--- config.mk ---
export PLATFORM = sky130hd
export DESIGN_NAME = prda_div
export DESIGN_NICKNAME = d
export VERILOG_FILES = /design/src/hw/rtl/prda_pkg.sv /design/src/hw/rtl/prda_div.sv
export SDC_FILE = /design/constraint.sdc
export NUM_CORES = 1
export LEC_CHECK = 0
export BUFFER_PORTS_ARGS = -buffer_cell sky130_fd_sc_hd__buf_4
export CORE_ASPECT_RATIO = 1.4
export CORE_MARGIN = 8
export CORE_UTILIZATION = 29
export DETAILED_ROUTE_END_ITERATION = 10
export SYNTH_ARGS = -nofsm -noshare
export SYNTH_HDL_FRONTEND = slang
export SYNTH_SLANG_ARGS = --single-unit
--- constraint.sdc ---
create_clock -name clk -period 8.2 [get_ports clk]
set_input_delay 0.82 -clock clk [delete_from_list [all_inputs] [get_ports clk]]
set_output_delay 0.82 -clock clk [all_outputs]
set_load 0.02 [all_outputs]
--- src/hw/rtl/prda_pkg.sv ---
// prda_pkg: shared types, constants and helpers for the report delta accumulator
// depends on nothing; imported by prda_div, the top level and prda_checker

package prda_pkg;

    localparam int IN_W   = 72;   // start_word, end_word, word_index, clear_before
    localparam int OUT_W  = 208;  // 201 payload bits, padded to bytes
    localparam int NSUMS  = 62;
    localparam int QW     = 62;   // scaled time quotient width

    localparam logic [5:0]  LAST_WORD      = 6'd63;
    localparam logic [5:0]  LAST_SUM       = 6'd61;
    localparam logic [31:0] SWITCH_AWAY    = 32'h0001_ffff;
    localparam logic [29:0] NS_PER_SEC     = 30'd1000000000;
    localparam logic [29:0] HZ_RESET       = 30'd12500000;
    localparam logic [5:0]  HIGH_BYTE_BASE = 6'd40;

    localparam logic [1:0] REG_FORMAT = 2'd0;
    localparam logic [1:0] REG_PCM    = 2'd1;
    localparam logic [1:0] REG_HZ     = 2'd2;

    typedef enum logic [3:0] {
        ST_IDLE,
        ST_START,
        ST_MUL,
        ST_DIV,
        ST_DIVW,
        ST_CHECK,
        ST_ACC_RD,
        ST_ACC_WR,
        ST_EMIT_RD,
        ST_EMIT_LD,
        ST_EMIT_WAIT
    } state_t;

    typedef enum logic [1:0] {
        PH_INIT,
        PH_T1,
        PH_T2
    } phase_t;

    typedef struct packed {
        logic          start;
        logic [QW-1:0] dividend;
        logic [29:0]   divisor;
    } div_req_t;

    typedef struct packed {
        logic          done;
        logic [QW-1:0] quotient;
    } div_rsp_t;

    typedef struct packed {
        logic       touched;
        logic       wide;
        logic [5:0] lo;
        logic [5:0] hi;
        logic [1:0] bsel;
    } src_t;

    // report word locations that feed accumulator n
    function automatic src_t sum_source(input logic fmt, input logic [5:0] n);
        src_t       s;
        logic [5:0] k;
        k = n - 6'd2;
        s.touched = 1'b1;
        s.wide    = 1'b0;
        s.lo      = n + 6'd2;
        s.hi      = HIGH_BYTE_BASE + {2'b00, k[5:2]};
        s.bsel    = k[1:0];
        if (n == 6'd0)
        begin
            s.lo = 6'd1;
        end
        else if (fmt)
        begin
            s.lo = n + 6'd2;
        end
        else if (n == 6'd1)
        begin
            s.lo = 6'd3;
        end
        else if (n <= 6'd33)
        begin
            s.wide = 1'b1;
        end
        else if (n <= 6'd37)
        begin
            s.lo = n + 6'd2;
        end
        else if (n <= 6'd53)
        begin
            s.lo = n + 6'd10;
        end
        else
        begin
            s.touched = 1'b0;
        end
        return s;
    endfunction

endpackage

--- src/hw/rtl/prda_div.sv ---
// prda_div: restoring divider, one quotient bit per cycle
// depends on prda_pkg

module prda_div (
    input  logic               clk,
    input  logic               rst_n,
    input  prda_pkg::div_req_t req,
    output prda_pkg::div_rsp_t rsp
);
    import prda_pkg::*;

    logic [QW-1:0] sh_reg, sh_next;
    logic [30:0]   rem_reg, rem_next;
    logic [29:0]   dvs_reg, dvs_next;
    logic [5:0]    cnt_reg, cnt_next;
    logic          busy_reg, busy_next;
    logic          done_reg, done_next;
    logic [30:0]   trial;

    always_comb
    begin
        sh_next   = sh_reg;
        rem_next  = rem_reg;
        dvs_next  = dvs_reg;
        cnt_next  = cnt_reg;
        busy_next = busy_reg;
        done_next = 1'b0;
        trial     = {rem_reg[29:0], sh_reg[QW-1]};
        if (req.start)
        begin
            sh_next   = req.dividend;
            rem_next  = '0;
            dvs_next  = req.divisor;
            cnt_next  = '0;
            busy_next = 1'b1;
        end
        else if (busy_reg)
        begin
            if (trial >= {1'b0, dvs_reg})
            begin
                rem_next = trial - {1'b0, dvs_reg};
                sh_next  = {sh_reg[QW-2:0], 1'b1};
            end
            else
            begin
                rem_next = trial;
                sh_next  = {sh_reg[QW-2:0], 1'b0};
            end
            cnt_next = cnt_reg + 6'd1;
            if (cnt_reg == 6'(QW - 1))
            begin
                busy_next = 1'b0;
                done_next = 1'b1;
            end
        end
    end

    always_ff @(posedge clk or negedge rst_n)
    begin
        if (!rst_n)
        begin
            busy_reg <= 1'b0;
            done_reg <= 1'b0;
            cnt_reg  <= '0;
        end
        else
        begin
            busy_reg <= busy_next;
            done_reg <= done_next;
            cnt_reg  <= cnt_next;
        end
    end

    always_ff @(posedge clk)
    begin
        sh_reg  <= sh_next;
        rem_reg <= rem_next;
        dvs_reg <= dvs_next;
    end

    assign rsp.done     = done_reg;
    assign rsp.quotient = sh_reg;

endmodule

## Word-level counts from Yosys, hierarchy flattened

Cells that the tools add are included.

| cells by class | value |
|---|---|
| equal/unequal tests | 1 |
| add/sub/neg operators | 2 |
| $lt $le $gt $ge | 1 |
| reductions and logical operators | 1 |
| muxes and demuxes | 12 |

Operators with widths:

| cell | number |
|---|---|
| $mux 62 | 2 |
| $ge 31x30->1 | 1 |
| $mux 30 | 1 |
| $sub 30x30->30 | 1 |
| $mux 6 | 2 |
| $mux 1 | 7 |
| $add 6x1->6 const B | 1 |
| $eq 6x6->1 const B | 1 |
| $reduce_bool 2->1 | 1 |

| word-level totals | value |
|---|---|
| flip-flop bits (word level) | 130 |
| bits of input ports | 95 |
| logic and storage cells | 23 |

## Logic depth before layout (Yosys ltp)

Gate-level depths: netlist of run 1.

| logic depth | value |
|---|---|
| depth in word-level cells | 4 |
| depth in mapped cells | 13 |

## Least setup slack after synthesis of run 1

OpenSTA, ideal clock, no wires.

| path | value |
|---|---|
| path type | input-to-reg |
| start point | in req[92] (netlist name) |
| end point | reg sh_reg[0], enable pin |
| library setup time | 416 ps |
| stages on the path | 4 |
| slack | 5106 ps |
| data required time | 7784 ps |
| buffers on the path | 2 |
| arrival | 2678 ps |
| cells stage by stage | clkbuf_1 -> clkbuf_1 -> nor2_1 -> inv_1 |

| between the ends | value |
|---|---|
| cells in the longest elaborated chain, start to end | 1 |

RTL lines:

| element | line | text |
|---|---|---|
| from (decl) | prda_div.sv:7 | `input prda_pkg::div_req_t req,` |
| $reduce_bool 2->1 (no line) | n/a |  |
| to (signal assigned) | prda_div.sv:76 | `sh_reg <= sh_next;` |
| to (decl) | prda_div.sv:12 | `logic [QW-1:0] sh_reg, sh_next;` |

Every way passes these cells.
A chain may end at the register's enable or synchronous reset.

## Worst setup path after layout of run 1

| path | value |
|---|---|
| start point | reg dvs_reg[19] |
| end point | reg rem_reg[26] |

| between the ends | value |
|---|---|
| cells in the longest elaborated chain, start to end | 2 |
| elaborated cells between the ends (all ways) | 3 |
| those cells by class | add/sub (1); order compare (1); mux (1) |

RTL lines:

| element | line | text |
|---|---|---|
| from (decl) | prda_div.sv:14 | `logic [29:0] dvs_reg, dvs_next;` |
| from (signal assigned) | prda_div.sv:78 | `dvs_reg <= dvs_next;` |
| $sub 30x30->30 / $ge 31x30->1 (equally long branches) | prda_div.sv:41, prda_div.sv:39 |  |
| $mux 30 * | prda_div.sv:39 | `if (trial >= {1'b0, dvs_reg})` |
| to (signal assigned) | prda_div.sv:77 | `rem_reg <= rem_next;` |
| to (decl) | prda_div.sv:13 | `logic [30:0] rem_reg, rem_next;` |

Mark *: on every way between the ends. The rest lies on a longest branch, timed or not.

==> out/results.txt, run 1 <==
outcome: finished, final reports clean
maximum number of pins on one net before global-route repair: 69
Static Leak: 3.932 nW
Remaining DRCs: 0
FMAX: 299.9 MHz
DIE AREA: 0.02956 mm^2
commonest non-fill, non-tap cell in the layout: buf_4
Synth area leaders: edfxtp_1 39%, mux2_2 10%, dfxtp_1 8.5%
CTS Sinks: 130
crit path time final: 3.335 ns
top-area cell type share of the netlist area: 0.3928
Clock Latency Late Sink: 0.43 ns
register area: 0.003565 mm^2
Hold Crit Class: primary input to asynchronous set/reset pin
cell depth of the worst flop-to-flop path: 11
total grt overflow: 0
reg-to-reg critical path endpoint: rem_reg[26]
slew margin rel.: 0.4604
die height: 200.3 um
Setup Buffers After CTS: 0
placer congestion estimate: 0.7875
DRT iter0 DRCs: 192
Yosys cell types: 67
clock buffer depth: 2
routed len/inst: 17.24 um
EDFF count, synth: 92
fillers: 2,336
number of core rows: 67
crit path max fanout: 17
Port Buffer Count: 157
Slew Viols, Final: 0
via/cell ratio: 4.902
final period utilization: 0.4067
Initial Utilization: 0.2944
Worst EP arrival: 3.66 ns
CTS Hold Bufs: 0
Ys Warns: 0
Seq/Total Area, Yosys: 0.5067
Synth area leader: edfxtp_1
max-cap violations: 0
root buf cell: clkbuf_16
Worst setup SP type: register
syn_nets: 748
area of the multi-input gates: 0.003168 mm^2
Routed Antenna Nets: 0
Synth Area per Inst: 11.36 um^2
dpl hpwl: 14,140 um
reg-to-reg startpoint: dvs_reg[19]
first-pass GRT wire length: 30,090 um
Fin Clk Skew: 0.01054 ns
Combinational Power Share: 0.358
CTS clk-pin slew, worst paths: 0.06 ns
setup_tns: 0 ns
cell-internal power: 1.759 mW
antenna violations before repair: 0
# IOs: 158
clock share of power: 0.303
core area: 0.02389 mm^2
DRT Wirelength: 18,840 um
ys flop type: edfxtp_1
reg-to-reg setup timing slack: 4.87 ns
global-route usage over all layers: 0.1286
CTS resizes: 0
H-tree levels: 4
Die Span X: 147.6 um
critical path class: register to register
NetSw: 0.9217 mW
Setup crit end kind: register
Nets: 899
vias in the first global route: 5,766
Mapped Area: 0.007033 mm^2
max reg flops: 62
leading cell types in the layout, fill and taps excluded: 163 x buf_4, 92 x edfxtp_1, 64 x mux2_2
Post-DP Area: 0.008498 mm^2
Buf/Inv on CP: 2
async set or reset register ratio after synthesis: 0.06154
CP top delay family: compound AO/OA/AOI/OAI gates
drt pass-1 iters: 4
CTS tree: done
P per Cell Area: 293.9 mW/mm^2
routed vias: 5,358
peak supply drop: 155.2 uV
Final Hold Viols: 0
setup violators final: 0
Reg power frac: 0.339
RSZ-0062 raised after global routing: false
layout cell share with drive strength beyond 1: 0.3461
Area Overhead vs Synth: 29.73%
CTS Buf Count: 17
sw frac: 0.3438
CP peak stage delay: 0.64 ns
FF+latch count, synth: 130
ANT cells: 0
Critical-path top delay cell: o41a_1
Syn Inst Count: 619
worst path cell trace: inv_1 > ha_1 > and4_1 > and4_4 > a21oi_1 > o21ai_1 > a211oi_2 > o41a_1 > buf_4 > nand2_1 > a311oi_1
Worst Tran Pin Value: 0.8094 ns
required time of the worst setup path: 8.53 ns
Final Cell Area: 0.009124 mm^2
[cell families after synthesis]
family          Yosys count  share of synthesized area
flops                   130                     0.5067
simple gates            161                     0.1094
fa+ha+maj                34                    0.06156
xor+xnor                 24                    0.02989
buf+inv                  72                    0.04287
mux                      65                     0.1039
compound gates          133                     0.1457
[power groups by stage]
| stage | Sequential, mW | Combinational (mW) | Clock [mW] |
|---|---|---|---|
| floorplan | 0.941 | 0.675 | 0 |
| global placement | 0.921 | 0.958 | 0 |
| detailed placement | 0.920 | 0.967 | 0 |
| CTS | 0.911 | 0.970 | 0.832 |
| global route | 0.924 | 1.06 | 0.853 |
| finish | 0.910 | 0.960 | 0.811 |
[worst max path at each step]
stage	endpoint	slack (ns)	cells past startpoint	start
after global placement	sh_reg[0]	4.89	5	req[92]
after global routing	rem_reg[22]	4.62	12	sh_reg[61]
after CTS	rem_reg[4]	4.80	11	dvs_reg[19]
after detailed placement	sh_reg[0]	4.81	5	req[92]
final	rem_reg[26]	4.87	11	dvs_reg[19]
after floorplan	sh_reg[0]	5.11	4	req[92]
[layout make-up]
cell class / count / share of cell area
inverter: 41 / 0.01687
clock inverter: 13 / 0.02002
clock buffer: 19 / 0.04855
multi-input combinational: 417 / 0.3472
timing repair buffer: 163 / 0.1341
tap: 310 / 0.04251
sequential: 130 / 0.3907
[per-stage QoR]
| step | utilization | power (mW) | worst slack [ns] | hold WS [ns] | instances |
|---|---|---|---|---|---|
| 2_1_floorplan | - | 1.616 | 5.106 | 0.4673 | 619 |
| 3_3_place_gp | 0.3557 | 1.879 | 4.889 | 0.4847 | 1061 |
| 3_5_place_dp | 0.3557 | 1.888 | 4.812 | 0.4886 | 1061 |
| 5_1_grt | 0.3819 | 2.841 | 4.620 | 0.1823 | 1093 |
| 6_report | 0.3819 | 2.681 | 4.865 | 0.1994 | 1093 |
| 4_1_cts | 0.3819 | 2.713 | 4.799 | 0.1794 | 1093 |
[metal layers]
metal  part of all wire  GRT usage  up-vias
met5                  0          0        -
met1               0.39     0.1304     2552
met3              0.097    0.06542       22
li1                   -          -     2610
met4              0.018    0.05554        0
met2               0.50     0.2178      174
[synthesized netlist by cell type, types with 2 or more instances]
cell,instances
a211o_1,2
a211oi_1,3
a21o_1,21
a21oi_1,26
a221o_1,4
a221oi_1,2
a311oi_1,23
a31oi_1,5
a41oi_1,2
and2_1,4
and3_1,8
and4_1,6
buf_2,6
buf_4,2
buf_6,2
clkbuf_1,20
dfrtp_1,8
dfxtp_1,30
edfxtp_1,92
ha_1,33
inv_1,41
mux2_2,64
nand2_1,59
nand2b_1,5
nand3_1,5
nand4_1,9
nor2_1,43
nor2b_1,2
nor3_1,7
nor3b_1,2
o21a_1,5
o21ai_0,11
o21ai_1,5
o22ai_1,4
o31ai_1,2
or3_1,3
xnor2_1,16
xor2_1,8
Note: power is estimated with default switching activity, not from simulation.
==> run 2: changes to the inputs <==
==> constraint.sdc (replaced) <==
create_clock -name clk -period 3 [get_ports clk]
set_input_delay 0.3 -clock clk [delete_from_list [all_inputs] [get_ports clk]]
set_output_delay 0.3 -clock clk [all_outputs]
set_load 0.02 [all_outputs]
==> out/results.txt, run 2 (synthesis results as in run 1) <==
outcome: finished, final reports clean
routed vias: 5,469 (+2.1%)
Final Cell Area: 0.009537 mm^2 (+4.5%)
leading cell types in the layout, fill and taps excluded: 186 x buf_4, 92 x edfxtp_1, 64 x mux2_2
reg-to-reg startpoint: sh_reg[61]
Hold Crit Class: primary input to register
worst path cell trace: inv_2 > ha_4 > inv_2 > fa_2 > a21o_1 > a221o_1 > a221o_1 > nor3_4 > nor3_1 > o21a_1 > o311ai_1 > a311oi_1
via/cell ratio: 4.883 (-0.39%)
routed len/inst: 17.31 um (+0.40%)
max-cap violations: 0 (unchanged)
Port Buffer Count: 157 (unchanged)
Post-DP Area: 0.008702 mm^2 (+2.4%)
max reg flops: 62 (unchanged)
clock share of power: 0.295 (-0.008)
worst hold start: req[20]
P per Cell Area: 818.0 mW/mm^2 (+180%)
RSZ-0062 raised after global routing: true
CTS tree: done
cell-internal power: 5.198 mW (+200%)
commonest non-fill, non-tap cell in the layout: buf_4
final setup margin: 0.05711 ns (-4.808 ns)
register area: 0.003565 mm^2 (unchanged)
dpl hpwl: 14,530 um (+2.8%)
total grt overflow: 0 (unchanged)
Worst EP arrival: 3.21 ns (-0.45 ns)
# IOs: 158 (unchanged)
vias in the first global route: 5,878 (+1.9%)
drt pass-1 iters: 5 (+1)
placer congestion estimate: 0.8337 (+5.9%)
Remaining DRCs: 0 (unchanged)
clock buffer depth: 2 (unchanged)
Buf/Inv on CP: 2 (unchanged)
die height: 200.3 um (unchanged)
Area Overhead vs Synth: 35.60%
Worst setup SP type: register
first-pass GRT wire length: 30,910 um (+2.7%)
antenna violations before repair: 0 (unchanged)
CTS Sinks: 130 (unchanged)
DRT Wirelength: 19,390 um (+2.9%)
worst hold path depth: 1
dpl cells: 1,084 (+2.2%)
Reg power frac: 0.320 (-0.019)
peak supply drop: 547.5 uV (+250%)
global-route usage over all layers: 0.1324 (+0.003792)
maximum number of pins on one net before global-route repair: 63 (-8.7%)
Static Leak: 4.106 nW (+4.4%)
ANT cells: 0 (unchanged)
required time of the worst setup path: 3.27 ns (-5.26 ns)
setup violators final: 0 (unchanged)
post-route insts no fill: 1,120 (+2.5%)
Initial Utilization: 0.2944 (unchanged)
final core utilization: 0.3992 (+0.01728)
layout cell share with drive strength beyond 1: 0.3914 (+0.04525)
Critical-path top delay cell: a221o_1
critical path class: register to register
crit path max fanout: 3 (-14)
DIE AREA: 0.02956 mm^2 (unchanged)
reg-to-reg critical path endpoint: rem_reg[26]
CTS Buf Count: 17 (unchanged)
cell depth of the worst flop-to-flop path: 12 (+1)
reg-to-reg setup timing slack: 0.06 ns (-4.81 ns)
Combinational Power Share: 0.385 (+0.027)
Die Span X: 147.6 um (unchanged)
Routed Antenna Nets: 0 (unchanged)
Hold WS: 0.05208 ns (-0.1473 ns)
number of core rows: 67 (unchanged)
CP peak stage delay: 0.42 ns (-0.22 ns)
hold endpoint: dvs_reg[20]
fillers: 2,363 (+1.2%)
area of the multi-input gates: 0.003319 mm^2 (+4.8%)
Clock Latency Late Sink: 0.42 ns (about the same)
Worst Tran Pin Value: 0.6174 ns (-0.1920 ns)
Final Hold Viols: 0 (unchanged)
sw frac: 0.3337 (-0.01013)
crit path time final: 2.943 ns (-0.3918 ns)
root buf cell: clkbuf_16
Nets: 926 (+3.0%)
Slew Viols, Final: 0 (unchanged)
Setup crit end kind: register
post-place setup slack: -0.06012 ns (-4.872 ns)
FMAX: 339.8 MHz (+13%)
CTS clk-pin slew, worst paths: 0.06 ns (about the same)
DRT iter0 DRCs: 222 (+16%)
final period utilization: 0.9810 (+0.5743)
CP top delay family: compound AO/OA/AOI/OAI gates
core area: 0.02389 mm^2 (unchanged)
H-tree levels: 4 (unchanged)
slew margin rel.: 0.5884 (+0.1280)
Fin Clk Skew: 0.009408 ns (-0.001128 ns)
NetSw: 2.603 mW (+180%)
## run 2: how the worst max path moves through the flow
stage / start / end / slack, ns / cells past startpoint
finish: sh_reg[61] / rem_reg[26] / 0.06 / 12
global route: sh_reg[61] / rem_reg[28] / -0.09 / 12
CTS: sh_reg[61] / rem_reg[28] / 0.01 / 12
detailed placement: sh_reg[61] / rem_reg[28] / -0.06 / 12
global placement: sh_reg[61] / rem_reg[28] / 0.0009 / 12
floorplan: sh_reg[61] / rem_reg[28] / 0.01 / 12
## run 2: cell type report
type,instances,share of cell area
sequential,130,0.3738
timing repair buffer,190,0.1528
inverter,41,0.01614
tap,310,0.04067
clock buffer,22,0.04972
clock inverter,10,0.01876
multi-input combinational,417,0.3481
## run 2: what timing repair did
action,in CTS,in global routing
endpoints found under the setup margin,3,13
hold buffers,1,0
gates cloned,0,0
gates resized for setup,6,26
setup buffers,1,2
pin swaps,6,9
endpoints found under the hold margin,8,0
## run 2: power groups by stage
stage          clock [mW]  combinational (mW)  sequential, mW
3_5_place_dp            0                2.84            2.51
6_report             2.30                3.00            2.49
4_1_cts              2.36                2.87            2.49
3_3_place_gp            0                2.83            2.51
5_1_grt              2.44                3.33            2.54
2_1_floorplan           0                1.85            2.57
## run 2: per-layer routing
metal / track usage / wire, um
met1: 0.1383 / 7387
met2: 0.2227 / 9729
met3: 0.06722 / 1946
met4: 0.05005 / 323
met5: 0 / 0
## run 2: stage by stage
| step | setup TNS (ns) | power, mW |
|---|---|---|
| after floorplan | 0 | 4.425 |
| after CTS | 0 | 7.724 |
| after global placement | 0 | 5.336 |
| after detailed placement | -0.1181 | 5.347 |
| after global routing | -0.1716 | 8.298 |
| final | 0 | 7.801 |
## run 2: worst register-to-register path, delay by kind of cell (launching register included)
| kind | cells | cell delay (ns) |
|---|---|---|
| simple gates | 2 | 0.30 |
| buf+inv | 2 | 0.13 |
| fa+ha+maj | 2 | 0.47 |
| compound gates | 6 | 1.49 |
| flops | 1 | 0.41 |
